$ cat src/hdl/mqsb_pkg.sv
// Shared types and constants of the multi-queue shared-buffer unit.
package mqsb_pkg;

  localparam int unsigned ENTRIES = 16;
  localparam int unsigned QUEUES  = 4;
  localparam int unsigned IDX_W   = $clog2(ENTRIES);
  localparam int unsigned PTR_W   = $clog2(ENTRIES + 1);
  localparam int unsigned QID_W   = 2;
  localparam int unsigned DATA_W  = 32;

  localparam logic [PTR_W-1:0] NULL_PTR = PTR_W'(ENTRIES);

  typedef enum logic {
    KIND_PUSH = 1'b0,
    KIND_POP  = 1'b1
  } kind_e;

  typedef enum logic [1:0] {
    ST_OK    = 2'd0,
    ST_FULL  = 2'd1,
    ST_EMPTY = 2'd2
  } status_e;

  typedef struct packed {
    kind_e                    kind;
    logic [QID_W-1:0]         queue_id;
    logic signed [DATA_W-1:0] push_value;
  } req_t;

  typedef struct packed {
    status_e                  status;
    logic signed [DATA_W-1:0] pop_value;
  } rsp_t;

  function automatic logic is_entry(input logic [PTR_W-1:0] p);
    return p < NULL_PTR;
  endfunction

endpackage

$ cat src/hdl/mqsb_in_reg.sv
// Input request register of the multi-queue shared-buffer unit.
module mqsb_in_reg
  import mqsb_pkg::*;
(
  input  logic clk_i,
  input  logic rst_ni,
  input  logic in_valid_i,
  output logic in_ready_o,
  input  req_t in_req_i,
  output logic req_valid_o,
  input  logic req_take_i,
  output req_t req_o
);

  logic valid_q;
  req_t req_q;

  // Refill while the held request leaves in the same cycle.
  assign in_ready_o  = !valid_q || req_take_i;
  assign req_valid_o = valid_q;
  assign req_o       = req_q;

  always_ff @(posedge clk_i or negedge rst_ni) begin
    if (!rst_ni) begin
      valid_q <= 1'b0;
    end else if (in_ready_o) begin
      valid_q <= in_valid_i;
    end
  end

  always_ff @(posedge clk_i) begin
    if (in_ready_o && in_valid_i) begin
      req_q <= in_req_i;
    end
  end

endmodule

$ cat src/hdl/mqsb_core.sv
// Queue pointers, link store, data store and result register.
module mqsb_core
  import mqsb_pkg::*;
(
  input  logic clk_i,
  input  logic rst_ni,
  input  logic req_valid_i,
  input  req_t req_i,
  output logic req_take_o,
  output logic rsp_valid_o,
  input  logic rsp_ready_i,
  output rsp_t rsp_o
);

  logic [PTR_W-1:0]  link_q [ENTRIES];
  logic [PTR_W-1:0]  head_q [QUEUES];
  logic [PTR_W-1:0]  head_d [QUEUES];
  logic [PTR_W-1:0]  tail_q [QUEUES];
  logic [PTR_W-1:0]  tail_d [QUEUES];
  logic [PTR_W-1:0]  free_q, free_d;
  logic [DATA_W-1:0] data_mem [ENTRIES];

  logic              rsp_valid_q;
  status_e           status_q, status_d;
  logic [DATA_W-1:0] pop_value_q;

  logic [PTR_W-1:0]  head, tail, link_rd;
  logic [IDX_W-1:0]  rd_addr;
  logic              q_ok, push_ok, pop_ok;
  logic              link_we;
  logic [IDX_W-1:0]  link_wa;
  logic [PTR_W-1:0]  link_wd;

  assign req_take_o  = req_valid_i && (!rsp_valid_q || rsp_ready_i);
  assign rsp_valid_o = rsp_valid_q;
  assign rsp_o       = '{status: status_q, pop_value: pop_value_q};

  assign q_ok    = {1'b0, req_i.queue_id} < (QID_W + 1)'(QUEUES);
  assign head    = head_q[req_i.queue_id];
  assign tail    = tail_q[req_i.queue_id];
  assign push_ok = q_ok && (req_i.kind == KIND_PUSH) && is_entry(free_q);
  assign pop_ok  = q_ok && (req_i.kind == KIND_POP) && is_entry(head);

  // One link read per request: free-list successor on push, next head on pop.
  assign rd_addr = (req_i.kind == KIND_PUSH) ? free_q[IDX_W-1:0] : head[IDX_W-1:0];
  assign link_rd = link_q[rd_addr];

  always_comb begin
    head_d   = head_q;
    tail_d   = tail_q;
    free_d   = free_q;
    link_we  = 1'b0;
    link_wa  = free_q[IDX_W-1:0];
    link_wd  = free_q;
    status_d = ST_OK;
    if (req_i.kind == KIND_PUSH) begin
      if (!push_ok) begin
        status_d = ST_FULL;
      end else begin
        free_d = is_entry(link_rd) ? link_rd : NULL_PTR;
        if (!is_entry(head)) begin
          head_d[req_i.queue_id] = free_q;
        end else if (is_entry(tail)) begin
          link_we = 1'b1;
          link_wa = tail[IDX_W-1:0];
        end
        tail_d[req_i.queue_id] = free_q;
      end
    end else begin
      if (!pop_ok) begin
        status_d = ST_EMPTY;
      end else begin
        // The tail entry carries a stale link; drain the queue on it.
        head_d[req_i.queue_id] = ((head == tail) || !is_entry(link_rd)) ? NULL_PTR : link_rd;
        link_we = 1'b1;
        link_wa = head[IDX_W-1:0];
        link_wd = free_q;
        free_d  = head;
      end
    end
  end

  always_ff @(posedge clk_i or negedge rst_ni) begin
    if (!rst_ni) begin
      for (int i = 0; i < ENTRIES; i++) begin
        link_q[i] <= PTR_W'(i + 1);
      end
      for (int i = 0; i < QUEUES; i++) begin
        head_q[i] <= NULL_PTR;
        tail_q[i] <= NULL_PTR;
      end
      free_q      <= '0;
      rsp_valid_q <= 1'b0;
      status_q    <= ST_OK;
    end else begin
      if (req_take_o) begin
        head_q   <= head_d;
        tail_q   <= tail_d;
        free_q   <= free_d;
        status_q <= status_d;
        if (link_we) begin
          link_q[link_wa] <= link_wd;
        end
      end
      if (req_take_o) begin
        rsp_valid_q <= 1'b1;
      end else if (rsp_ready_i) begin
        rsp_valid_q <= 1'b0;
      end
    end
  end

  // Data store: write on push, registered read on pop into the result.
  always_ff @(posedge clk_i) begin
    if (req_take_o) begin
      if (push_ok) begin
        data_mem[free_q[IDX_W-1:0]] <= req_i.push_value;
      end
      pop_value_q <= pop_ok ? data_mem[head[IDX_W-1:0]] : '0;
    end
  end

endmodule

$ cat src/hdl/multi_queue_shared_buffer_unit.sv
// Top level of the multi-queue shared-buffer unit.
// Path: an accepted request passes the input register, then the result register,
// before its result is offered on the master side; a stall there holds both.
// Throughput: one request per cycle while the master side takes each result.
// Reset: asynchronous, active low; all queues empty, every entry on the free list.
// Data store contents are undefined until written.
module multi_queue_shared_buffer_unit
  import mqsb_pkg::*;
(
  input  logic        clk_i,
  input  logic        rst_ni,
  input  logic        s_axis_tvalid_i,
  output logic        s_axis_tready_o,
  input  logic [39:0] s_axis_tdata_i,   // [1:0] queue_id, [33:2] push_value, rest zero
  input  logic        s_axis_tuser_i,   // [0] kind
  output logic        m_axis_tvalid_o,
  input  logic        m_axis_tready_i,
  output logic [31:0] m_axis_tdata_o,   // [31:0] pop_value
  output logic [1:0]  m_axis_tuser_o    // [1:0] status
);

  req_t in_req, req;
  rsp_t rsp;
  logic req_valid, req_take;

  // Unpack the incoming request.
  assign in_req.kind       = kind_e'(s_axis_tuser_i);
  assign in_req.queue_id   = s_axis_tdata_i[QID_W-1:0];
  assign in_req.push_value = s_axis_tdata_i[QID_W +: DATA_W];

  // Hold one request ahead of the queue logic.
  mqsb_in_reg u_in_reg (
    .clk_i       (clk_i),
    .rst_ni      (rst_ni),
    .in_valid_i  (s_axis_tvalid_i),
    .in_ready_o  (s_axis_tready_o),
    .in_req_i    (in_req),
    .req_valid_o (req_valid),
    .req_take_i  (req_take),
    .req_o       (req)
  );

  // Advance pointers and stores, and register the result.
  mqsb_core u_core (
    .clk_i       (clk_i),
    .rst_ni      (rst_ni),
    .req_valid_i (req_valid),
    .req_i       (req),
    .req_take_o  (req_take),
    .rsp_valid_o (m_axis_tvalid_o),
    .rsp_ready_i (m_axis_tready_i),
    .rsp_o       (rsp)
  );

  assign m_axis_tdata_o = rsp.pop_value;
  assign m_axis_tuser_o = rsp.status;

endmodule

$ cat config.mk
export PLATFORM = sky130hd
export DESIGN_NAME = multi_queue_shared_buffer_unit
export DESIGN_NICKNAME = d
export VERILOG_FILES = /design/src/hdl/mqsb_pkg.sv /design/src/hdl/mqsb_in_reg.sv /design/src/hdl/mqsb_core.sv /design/src/hdl/multi_queue_shared_buffer_unit.sv
export SDC_FILE = /design/constraint.sdc
export NUM_CORES = 1
export LEC_CHECK = 0
export BUFFER_PORTS_ARGS = -buffer_cell sky130_fd_sc_hd__buf_2
export CORE_UTILIZATION = 40
export DETAILED_ROUTE_END_ITERATION = 10
export GPL_TIMING_DRIVEN = 0
export PLACE_DENSITY_LB_ADDON = 0.2
export SETUP_SLACK_MARGIN = 0.3
export SYNTH_ARGS = -nofsm -noshare
export SYNTH_HDL_FRONTEND = slang
export SYNTH_SLANG_ARGS = --single-unit
$ cat constraint.sdc
create_clock -name clk_i -period 5.77 [get_ports clk_i]
set_input_delay 0.8655 -clock clk_i [delete_from_list [all_inputs] [get_ports clk_i]]
set_output_delay 0.8655 -clock clk_i [all_outputs]
set_load 0.01 [all_outputs]
==> summary.md, run 1 <==
| Metric | Value |
|---|---|
| Comb pwr share | `0.271` |
| Req. time, crit path | `6.10 ns` |
| Die Ht | `267.4 um` |
| Die width | `around 270 um` |
| CTS clk-pin slew, worst paths | `0.06 ns` |
| # Max-Cap Violations | `0` |
| Vias | `13908` |
| GRT Overall Usage | `0.1935` |
| Core ar. | `69190 sq um` |
| Relative slew slack | `0.1820` |
| Startpoint types | `flip-flop` |
| Yosys warns | `0` |
| Delay-heaviest family, CP | `simple AND/OR/NAND/NOR gates` |
| Sw Ratio | `0.2919` |
| Unique cell type count in the Yosys netlist | `just over 50` |
| Flops & latches, synth | `708` |
| TritonCTS clock tree | `built` |
| Fmax | `roughly 220 MHz` |
| Maximum VDD drop | `0.2267 mV` |
| Post-CTS sizing | `0` |
| Area growth, synth to finish | `16.30%` |
| Area leader, netlist | `edfxtp_1` |
| Mean post-synth cell area | `20.63 sq um` |
| WL per Instance | `26.43 um` |
| First-pass GRT wire length | `approximately 99000 um` |
| Num CTS Buffers | `76` |
| Ys flop type | `edfxtp_1` |
| Worst hold path type | `in2async` |
| Fillers | `5842` |
| Critical Path Sink Type | `flip-flop` |
| Most common cell in the netlist | `edfxtp_1` |
| EDFF count, synth | `579` |
| Proportion of layout cells with a drive suffix above 1 | `0.3614` |
| Pre-antenna DRT Iters | `5` |
| Switch Pwr | `between 4 and 5 mW` |
| Initial Utilization | `0.4071` |
| Clk root buf | `clkbuf_16` |
| Gp weighted congestion | `a little under 0.9` |
| Post-route antenna net violation count | `0` |
| Pwr dens | `~460 nW/um^2` |
| Slowest-stage cell, CP | `nor3_2` |
| Status | `finished, final reports clean` |
| Clock latency on the worst-skew pair | `around 0.63 ns` |
| Dpl cell area | `30340 sq um` |
| Final #Nets | `around 1600` |
| Clock Path Buffers | `3` |
| Synth top area share | `0.6173` |
| DR iter-0 viols | `about 1300` |
| Hold slack | `0.1217 ns` |
| Via/cell ratio | `between 5 and 6` |
| Seq pwr share | `0.418` |
| Final core occ | `0.4735` |
| Critical path buffers and inverters | `4` |
| HPWL Detailed | `41900 um` |
| Final Cycle Share | `0.7956` |
| Clk sinks | `708` |
| Crit-path max FO | `10` |
| Final Critical Period | `4.591 ns` |
| Clk pwr share | `0.311` |
| Largest net degree at the start of global routing | `95` |
| Design Power | `15.22 mW` |
| H-tree level count | `3` |
| Crit path largest cell delay | `0.88 ns` |
| P_int | `10.78 mW` |
| Vias in the first global route | `14530` |
| Critical Path Most Common Cell | `nand3_1` |
| Number of I/O port buffers | `74` |
| Critical Path AT | `4.92 ns` |
| GR Overflow Total | `0` |
| Cells after Synth | `roughly 1400` |
| Syn_nets | `around 1400` |
| Synth top cells by count | `579 x edfxtp_1, 188 x mux4_2, 90 x mux2_2` |
| Drt total wl | `between 60000 and 70000 um` |
| FF-to-FF Start | `u_in_reg.req_o[34]$_DFFE_PP_` |
| Leakage power | `11.04 nW` |
| CP cell instances | `buf_4, clkbuf_1, nand2b_1, nand3_1, nor2_1, nand3_1, nor3_2, buf_6, buf_8` |
| Hold_buf cts | `0` |
| Ports | `81` |
| Final Hold Viols | `0` |
| Fin. max-slew vios | `0` |
| Worst-Margin Slew | `1.227 ns` |
| Post-Syn Area | `28170 sq um` |
| Crit path launch | `u_in_reg.req_o[34]$_DFFE_PP_` |
| Sequential area share after synthesis | `0.7337` |
| Clock Skews | `0.02374 ns` |
| DRC viols | `0` |
| Share of flip-flops with an asynchronous set or reset | `0.1822` |
| Site Rows | `96` |
| Total Die Area | `between 70000 and 80000 sq um` |
| Antenna diodes | `0` |
| Dominant cells by area after synthesis | `edfxtp_1 62%, mux4_2 15%, dfrtp_1 7.8%` |
| CP Class | `reg2reg` |
| Final instance area | `32760 sq um` |
| RSZ-0062 raised after global routing | `no` |
| Initial antenna violation count | `0` |
| # setup viols final | `0` |
| Post-CTS Setup Bufs | `0` |
final timing paths:
kind                                                    to  slack (ns)  depth (start not counted)
max reg2reg                u_core.data_mem[3][6]$_DFFE_PP_        1.18                          9
min                           u_core.tail_q[5]$_DFFE_PN0P_        0.12                          1
max in group asynchronous    u_core.link_q[55]$_DFFE_PN1P_        4.84                          2
min in group clk_i            u_in_reg.req_o[19]$_DFFE_PP_        0.40                          1
min reg2reg                  u_core.tail_q[13]$_DFFE_PN0P_        0.48                          2
max                        u_core.data_mem[3][6]$_DFFE_PP_        1.18                          9
cells in the final DEF, fill, tap and decap left out, types with 5 or more instances in the layout:
master     Yosys  routed
nand2b_1      11      11
dfrtp_1       88      88
o21ai_0       17      17
nor2_1        51      39
xnor2_1        6       6
buf_8          0       6
nor2_4         0      12
inv_1          6       5
clkbuf_1      42      60
buf_1          6       6
edfxtp_1     579     579
mux4_2       188     188
nor3_2         2       6
clkinv_1       0      14
and2_1        41      40
nand3_1        9       9
dfstp_2       41      41
buf_12         0      12
buf_4          4       5
a22o_1        12      12
a21oi_1       20      20
clkbuf_16      0      77
buf_6          6      18
nand2_1       45      45
clkinv_2       0       7
buf_2         15      88
o31ai_1       17      17
mux2_2        90      90
mux2i_1       15      15
bufinv_16      0       5
worst reg2reg max path, stage by stage (launching register included):
cell	delay, ns
edfxtp_1	0.47
buf_4	0.24
clkbuf_1	0.41
nand2b_1	0.27
nand3_1	0.32
nor2_1	0.79
nand3_1	0.48
nor3_2	0.88
buf_6	0.26
buf_8	0.16
flip-flops by register name (all words and copies together), names as in the netlist:
signal,flops
u_core.data_mem,512
u_core.link_q,80
u_in_reg.req_o,35
u_core.pop_value_q,32
u_core.head_q,20
u_core.tail_q,20
u_core.free_q,5
u_core.status_q,2
u_core.rsp_valid_o,1
u_in_reg.req_valid_o,1
cell families (layout without fill, tap and decap cells):
kind of cell,count (synthesis),count (layout),share of synthesized area
xor+xnor,7,7,0.002177
fa+ha+maj,3,3,0.001333
buf+inv,79,319,0.01333
compound gates,86,86,0.02026
simple gates,182,182,0.03287
flops,708,708,0.7337
mux,300,300,0.1963
area by class of cell:
class	count	area [sq um]	area share
Buffer	73	352.8	0.01077
Clock buffer	99	2049	0.06257
Clock inverter	35	370.4	0.01131
Inverter	6	22.52	0.0006875
Multi-Input combinational cell	578	7237	0.2209
Sequential cell	708	20670	0.6309
Tap cell	931	1165	0.03556
Timing Repair Buffer	106	893.4	0.02727
routing by layer:
metal	share of wire	global-route usage
met5	0	0
met4	0.021	0.05203
met3	0.050	0.03328
met2	0.49	0.3114
met1	0.44	0.2725
through the flow:
step / setup WS [ns] / setup TNS, ns / instances
global route: 0.9906 / 0 / 2536
global placement: -3.926 / -863.47 / 2370
finish: 1.179 / 0 / 2536
CTS: 1.251 / 0 / 2536
detailed placement: 1.268 / 0 / 2402
floorplan: 0.7436 / 0 / 1365
power groups by stage:
stage / clock [mW] / combinational (mW) / sequential (mW)
2_1_floorplan: 0 / 2.84 / 6.41
3_3_place_gp: 0 / 4.06 / 6.46
3_5_place_dp: 0 / 4.18 / 6.46
4_1_cts: 4.85 / 4.19 / 6.36
5_1_grt: 5.03 / 4.42 / 6.42
6_report: 4.74 / 4.12 / 6.36
No activity file was read; power rests on OpenSTA's default activity.
==> inputs of run 2 (changes only) <==
==> constraint.sdc (replaced) <==
create_clock -name clk_i -period 4.1 [get_ports clk_i]
set_input_delay 0.615 -clock clk_i [delete_from_list [all_inputs] [get_ports clk_i]]
set_output_delay 0.615 -clock clk_i [all_outputs]
set_load 0.01 [all_outputs]
==> summary.md, run 2 (synthesized netlist as in run 1, its figures left out) <==
| Metric | Value |
|---|---|
| Final Hold Viols | `0` |
| Worst-Margin Slew | `roughly 1.2 ns` |
| CP Class | `reg2reg` |
| HPWL Detailed | `42090 um` |
| Startpoint types | `flip-flop` |
| Leakage power | `11.18 nW` |
| Pre-antenna DRT Iters | `6` |
| Gp weighted congestion | `0.8917` |
| CP cell instances | `mux4_1, buf_4, clkbuf_1, clkbuf_1, mux4_2, mux4_2, and2_1` |
| Final Critical Period | `3.690 ns` |
| Clock latency on the worst-skew pair | `approximately 0.62 ns` |
| Status | `finished, final reports clean` |
| Critical Path AT | `4.04 ns` |
| Core ar. | `69190 sq um` |
| Hold slack | `0.1702 ns` |
| Req. time, crit path | `4.45 ns` |
| Initial Utilization | `0.4071` |
| DR iter-0 viols | `1292` |
| Maximum VDD drop | `0.3361 mV` |
| Commonest non-fill, non-tap cell in the layout | `edfxtp_1` |
| Fillers | `5781` |
| Final core occ | `0.4788` |
| Worst hold path type | `in2reg` |
| Proportion of layout cells with a drive suffix above 1 | `0.3685` |
| Crit path largest cell delay | `roughly 0.75 ns` |
| Vias | `14007` |
| Number of I/O port buffers | `74` |
| Placed insts | `between 2000 and 2500` |
| Pwr dens | `658.0 nW/um^2` |
| Crit-path max FO | `10` |
| Clock Path Buffers | `3` |
| Post-route antenna net violation count | `0` |
| Initial antenna violation count | `0` |
| GRT Overall Usage | `0.1930` |
| CTS clk-pin slew, worst paths | `0.06 ns` |
| Fin. max-slew vios | `0` |
| Post-place setup slack | `0.1094 ns` |
| # Max-Cap Violations | `0` |
| Largest net degree at the start of global routing | `83` |
| Fin cells | `approximately 2500` |
| GR Overflow Total | `0` |
| Critical Path Sink Type | `flip-flop` |
| Final #Nets | `1601` |
| Relative slew slack | `0.2008` |
| Most frequent cells in the layout | `579 x edfxtp_1, 188 x mux4_2, 90 x mux2_2, 89 x buf_2, 88 x dfrtp_1` |
| Fmax | `between 200 and 300 MHz` |
| Area growth, synth to finish | `17.60%` |
| # setup viols final | `0` |
| Clk sinks | `708` |
| First-pass GRT wire length | `99030 um` |
| Vias in the first global route | `14798` |
| Clk root buf | `clkbuf_16` |
| Max FFs per register | `512` |
| Die Ht | `267.4 um` |
| Site Rows | `96` |
| Total Die Area | `approximately 71000 sq um` |
| Via/cell ratio | `~5.5` |
| Final Cycle Share | `0.8999` |
| RSZ-0062 raised after global routing | `yes` |
| Num CTS Buffers | `76` |
| DRC viols | `0` |
| Antenna diodes | `0` |
| H-tree level count | `3` |
| Clock Skews | `between 0.02 and 0.025 ns` |
| Final WS setup | `0.4103 ns` |
| Drt total wl | `between 60000 and 70000 um` |
| Ports | `a little over 80` |
| Slowest-stage cell, CP | `clkbuf_1` |
| TritonCTS clock tree | `built` |
| Die width | `267.4 um` |
| WL per Instance | `26.40 um` |
-- run 2: cell types whose count changed in the layout (fill, tap and decap cells not counted), sizes merged --
| cell | previous run | this run |
|---|---|---|
| bufinv | 5 | 10 |
| clkinv | 26 | 21 |
| buf | 137 | 139 |
| clkinvlp | 1 | 3 |
| clkbuf | 141 | 142 |
| dlygate4sd3 | 0 | 1 |
| inv | 9 | 10 |
-- run 2: what timing repair did --
item                                    CTS  global route
hold buffers                              1             0
endpoints found under the hold margin    38             0
endpoints found under the setup margin  165            15
pin swaps                                 4             0
resized for setup                         3             8
setup buffers                             7             0
-- run 2: report_power, final --
| part | internal (mW) | total (mW) | leakage (nW) | switching (mW) |
|---|---|---|---|---|
| sequential | 8.58 | 8.96 | 6.87 | 0.384 |
| combinational | 2.75 | 5.85 | 3.09 | 3.10 |
| clock | 4.21 | 6.98 | 1.23 | 2.77 |
-- run 2: path summary, 6_finish.rpt --
path,from,endpoint,slack (ns),cells after the start
hold reg to reg,u_core.tail_q[8]$_DFFE_PN0P_,u_core.tail_q[8]$_DFFE_PN0P_,0.48,2
min in group asynchronous,rst_ni,u_core.link_q[20]$_DFFE_PN0P_,0.50,2
max in group asynchronous,rst_ni,u_core.link_q[62]$_DFFE_PN1P_,2.81,3
hold / removal,s_axis_tdata_i[24],u_in_reg.req_o[22]$_DFFE_PP_,0.17,1
setup / recovery,u_in_reg.req_o[32]$_DFFE_PP_,u_core.pop_value_q[10]$_SDFFCE_PP0P_,0.41,7
setup reg to reg,u_in_reg.req_o[32]$_DFFE_PP_,u_core.pop_value_q[10]$_SDFFCE_PP0P_,0.41,7
-- run 2: layer usage --
metal  vias up  track usage  routed length (um)
met5         -            0                   0
met4         0      0.05654                1377
met3       104      0.03071                3589
met2       426       0.3173               32880
met1      7525       0.2655               29290
li1       5952            -                   -
-- run 2: worst max-delay path, delay by kind of cell, from the launching register on --
| kind | cells | cell delay (ns) |
|---|---|---|
| DFF | 1 | 0.47 |
| and+or+nand+nor | 1 | 0.19 |
| buffers and inverters | 3 | 1.45 |
| muxes | 3 | 1.29 |
-- run 2: through the flow --
stage	area, sq um	power (mW)	TNS (ns)
final	33120	21.80	0
after global routing	33120	22.68	0
after CTS	33120	22.03	0
after detailed placement	30470	15.01	0
after global placement	29720	14.80	-1252.51
after floorplan	28190	13.01	0
-- run 2: area by class of cell --
cell class	count	area [sq um]	share of cell area
inverters	6	22.52	0.0006799
plain buffers	73	359.1	0.01084
well taps	931	1165	0.03517
flip-flops and latches	708	20670	0.6239
repair buffers	110	1112	0.03358
multi-input cells	578	7263	0.2193
clock inverters	38	454.2	0.01371
clock buffers	99	2081	0.06282
==> inputs of run 3 (changes only) <==
--- a/config.mk
+++ b/config.mk
@@ -9,7 +9,8 @@
 export CORE_UTILIZATION = 40
 export DETAILED_ROUTE_END_ITERATION = 10
 export GPL_TIMING_DRIVEN = 0
-export PLACE_DENSITY_LB_ADDON = 0.2
+export PLACE_DENSITY = 0.63
+export RECOVER_POWER = 50
 export SETUP_SLACK_MARGIN = 0.3
 export SYNTH_ARGS = -nofsm -noshare
 export SYNTH_HDL_FRONTEND = slang
==> summary.md, run 3 (synthesized netlist as in run 1, its figures left out) <==
| Metric | Value |
|---|---|
| Core ar. | `69190 sq um` |
| Site Rows | `96` |
| Vias | `13946` |
| WL per Instance | `25.58 um` |
| Leakage power | `roughly 11 nW` |
| Max FFs per register | `512` |
| Clk root buf | `clkbuf_16` |
| Final #Nets | `1598` |
| Worst hold path type | `in2reg` |
| Drt total wl | `64910 um` |
| Worst-Margin Slew | `between 2 and 3 ns` |
| Ports | `81` |
| RSZ-0062 raised after global routing | `yes` |
| Number of I/O port buffers | `74` |
| Largest net degree at the start of global routing | `86` |
| Total Die Area | `71480 sq um` |
| CP Class | `reg2reg` |
| Die Ht | `267.4 um` |
| # Max-Cap Violations | `2` |
| GR Overflow Total | `0` |
| Clk sinks | `a little over 700` |
| Antenna diodes | `0` |
| DRC viols | `0` |
| Fin cells | `2538` |
| Clock Skews | `around 0.033 ns` |
| Post-place setup slack | `-0.2425 ns` |
| Fillers | `5792` |
| Final WS setup | `0.4494 ns` |
| Final Critical Period | `roughly 3.7 ns` |
| Via/cell ratio | `5.495` |
| Commonest non-fill, non-tap cell in the layout | `edfxtp_1` |
| Req. time, crit path | `4.41 ns` |
| Final Cycle Share | `0.8904` |
| Area growth, synth to finish | `16.60%` |
| Startpoint types | `flip-flop` |
| TritonCTS clock tree | `built` |
| # setup viols final | `0` |
| Register Area | `between 20000 and 25000 sq um` |
| Fmax | `273.9 MHz` |
| Die width | `267.4 um` |
| Pre-antenna DRT Iters | `6` |
| Design Power | `21.20 mW` |
| Proportion of layout cells with a drive suffix above 1 | `0.3584` |
| First-pass GRT wire length | `97010 um` |
| Met2 Wirelength | `31570 um` |
| Status | `finished, violations left` |
| Clock Path Buffers | `3` |
| Num CTS Buffers | `74` |
| Failing checks | `capacitance limit, slew limit` |
| DR iter-0 viols | `~1500` |
| Routed met3 length | `3983 um` |
| CTS clk-pin slew, worst paths | `0.06 ns` |
| Crit-path max FO | `13` |
| Highest metal used | `met4` |
| Placed insts | `2394` |
| H-tree level count | `3` |
| Area of the multi-input gates | `7269 sq um` |
| Final core occ | `0.4747` |
| Clock latency on the worst-skew pair | `0.63 ns` |
| Pwr dens | `645.5 nW/um^2` |
| Critical Path Sink Type | `flip-flop` |
| Maximum VDD drop | `0.3303 mV` |
| Post-route antenna net violation count | `0` |
| Gp weighted congestion | `0.8870` |
| Final Hold Viols | `0` |
| Relative slew slack | `-0.8235` |
| Fin. max-slew vios | `~80` |
| HPWL Detailed | `40720 um` |
| Vias in the first global route | `14558` |
| Initial Utilization | `0.4071` |
| GRT Overall Usage | `0.1876` |
| Critical Path AT | `3.96 ns` |
| Initial antenna violation count | `1` |
| Routed metal-1 wirelength | `between 20000 and 30000 um` |
| Most frequent cells in the layout | `579 x edfxtp_1, 188 x mux4_2, 90 x mux2_2, 88 x dfrtp_1, 80 x buf_2` |
[run 3: cell count changes in the layout (fill, tap and decap cells not counted), sizes merged]
cell	change
buf	-11
bufinv	-6
clkbuf	+7
clkdlybuf4s15	+1
clkinv	+5
clkinvlp	-1
[run 3: metal layers]
metal / vias up / track usage
met5: - / 0
met4: 0 / 0.04846
met3: 97 / 0.03126
met2: 495 / 0.3028
met1: 7421 / 0.2648
li1: 5933 / -
[run 3: cell type report]
| cell class | count | area share |
|---|---|---|
| Buffer | 73 | 0.01105 |
| Clock buffer | 97 | 0.06092 |
| Clock inverter | 36 | 0.009410 |
| Inverter | 6 | 0.0006858 |
| Multi-Input combinational cell | 578 | 0.2214 |
| Sequential cell | 708 | 0.6293 |
| Tap cell | 931 | 0.03547 |
| Timing Repair Buffer | 109 | 0.03185 |
[run 3: critical path, stage by stage (launching register included)]
cell	delay, ns
edfxtp_1	0.48
buf_4	0.24
clkbuf_1	0.36
nand2b_1	0.27
nand3_1	0.35
nor2_4	0.40
nand3_1	0.39
nor3_4	0.29
buf_4	0.19
buf_16	0.17
buf_16	0.17
[run 3: power by group]
| part | internal, mW | switching, mW |
|---|---|---|
| clock network | 3.70 | 2.73 |
| registers | 8.58 | 0.378 |
| logic | 2.75 | 3.06 |
[run 3: final timing paths]
path	from	to	slack (ns)	depth (start not counted)
setup / recovery	u_in_reg.req_o[34]$_DFFE_PP_	u_core.data_mem[3][6]$_DFFE_PP_	0.45	10
hold / removal	s_axis_tuser_i	u_in_reg.req_o[34]$_DFFE_PP_	0.17	1
setup reg to reg	u_in_reg.req_o[34]$_DFFE_PP_	u_core.data_mem[3][6]$_DFFE_PP_	0.45	10
hold reg to reg	u_core.status_q[1]$_DFFE_PN0P_	u_core.status_q[1]$_DFFE_PN0P_	0.48	2
max in group asynchronous	rst_ni	u_core.head_q[16]$_DFFE_PN0P_	1.24	2
min in group asynchronous	rst_ni	u_core.tail_q[7]$_DFFE_PN0P_	1.36	2
[run 3: timing repair]
item | CTS | global route
pin swaps | 4 | 4
endpoints found under the hold margin | 36 | 0
setup buffers | 6 | 4
setup endpoints to repair | 315 | 100
gates resized for setup | 7 | 3
hold buffers | 1 | 0
[run 3: stage by stage]
| stage | instance area (sq um) | hold WS, ns | setup TNS [ns] |
|---|---|---|---|
| after floorplan | 28190 | 0.3194 | 0 |
| after global placement | 29720 | 0.4584 | -1252.17 |
| after detailed placement | 30420 | 0.4630 | -10.82 |
| after CTS | 32840 | 0.1322 | 0 |
| after global routing | 32840 | 0.1345 | 0 |
| final | 32840 | 0.1721 | 0 |
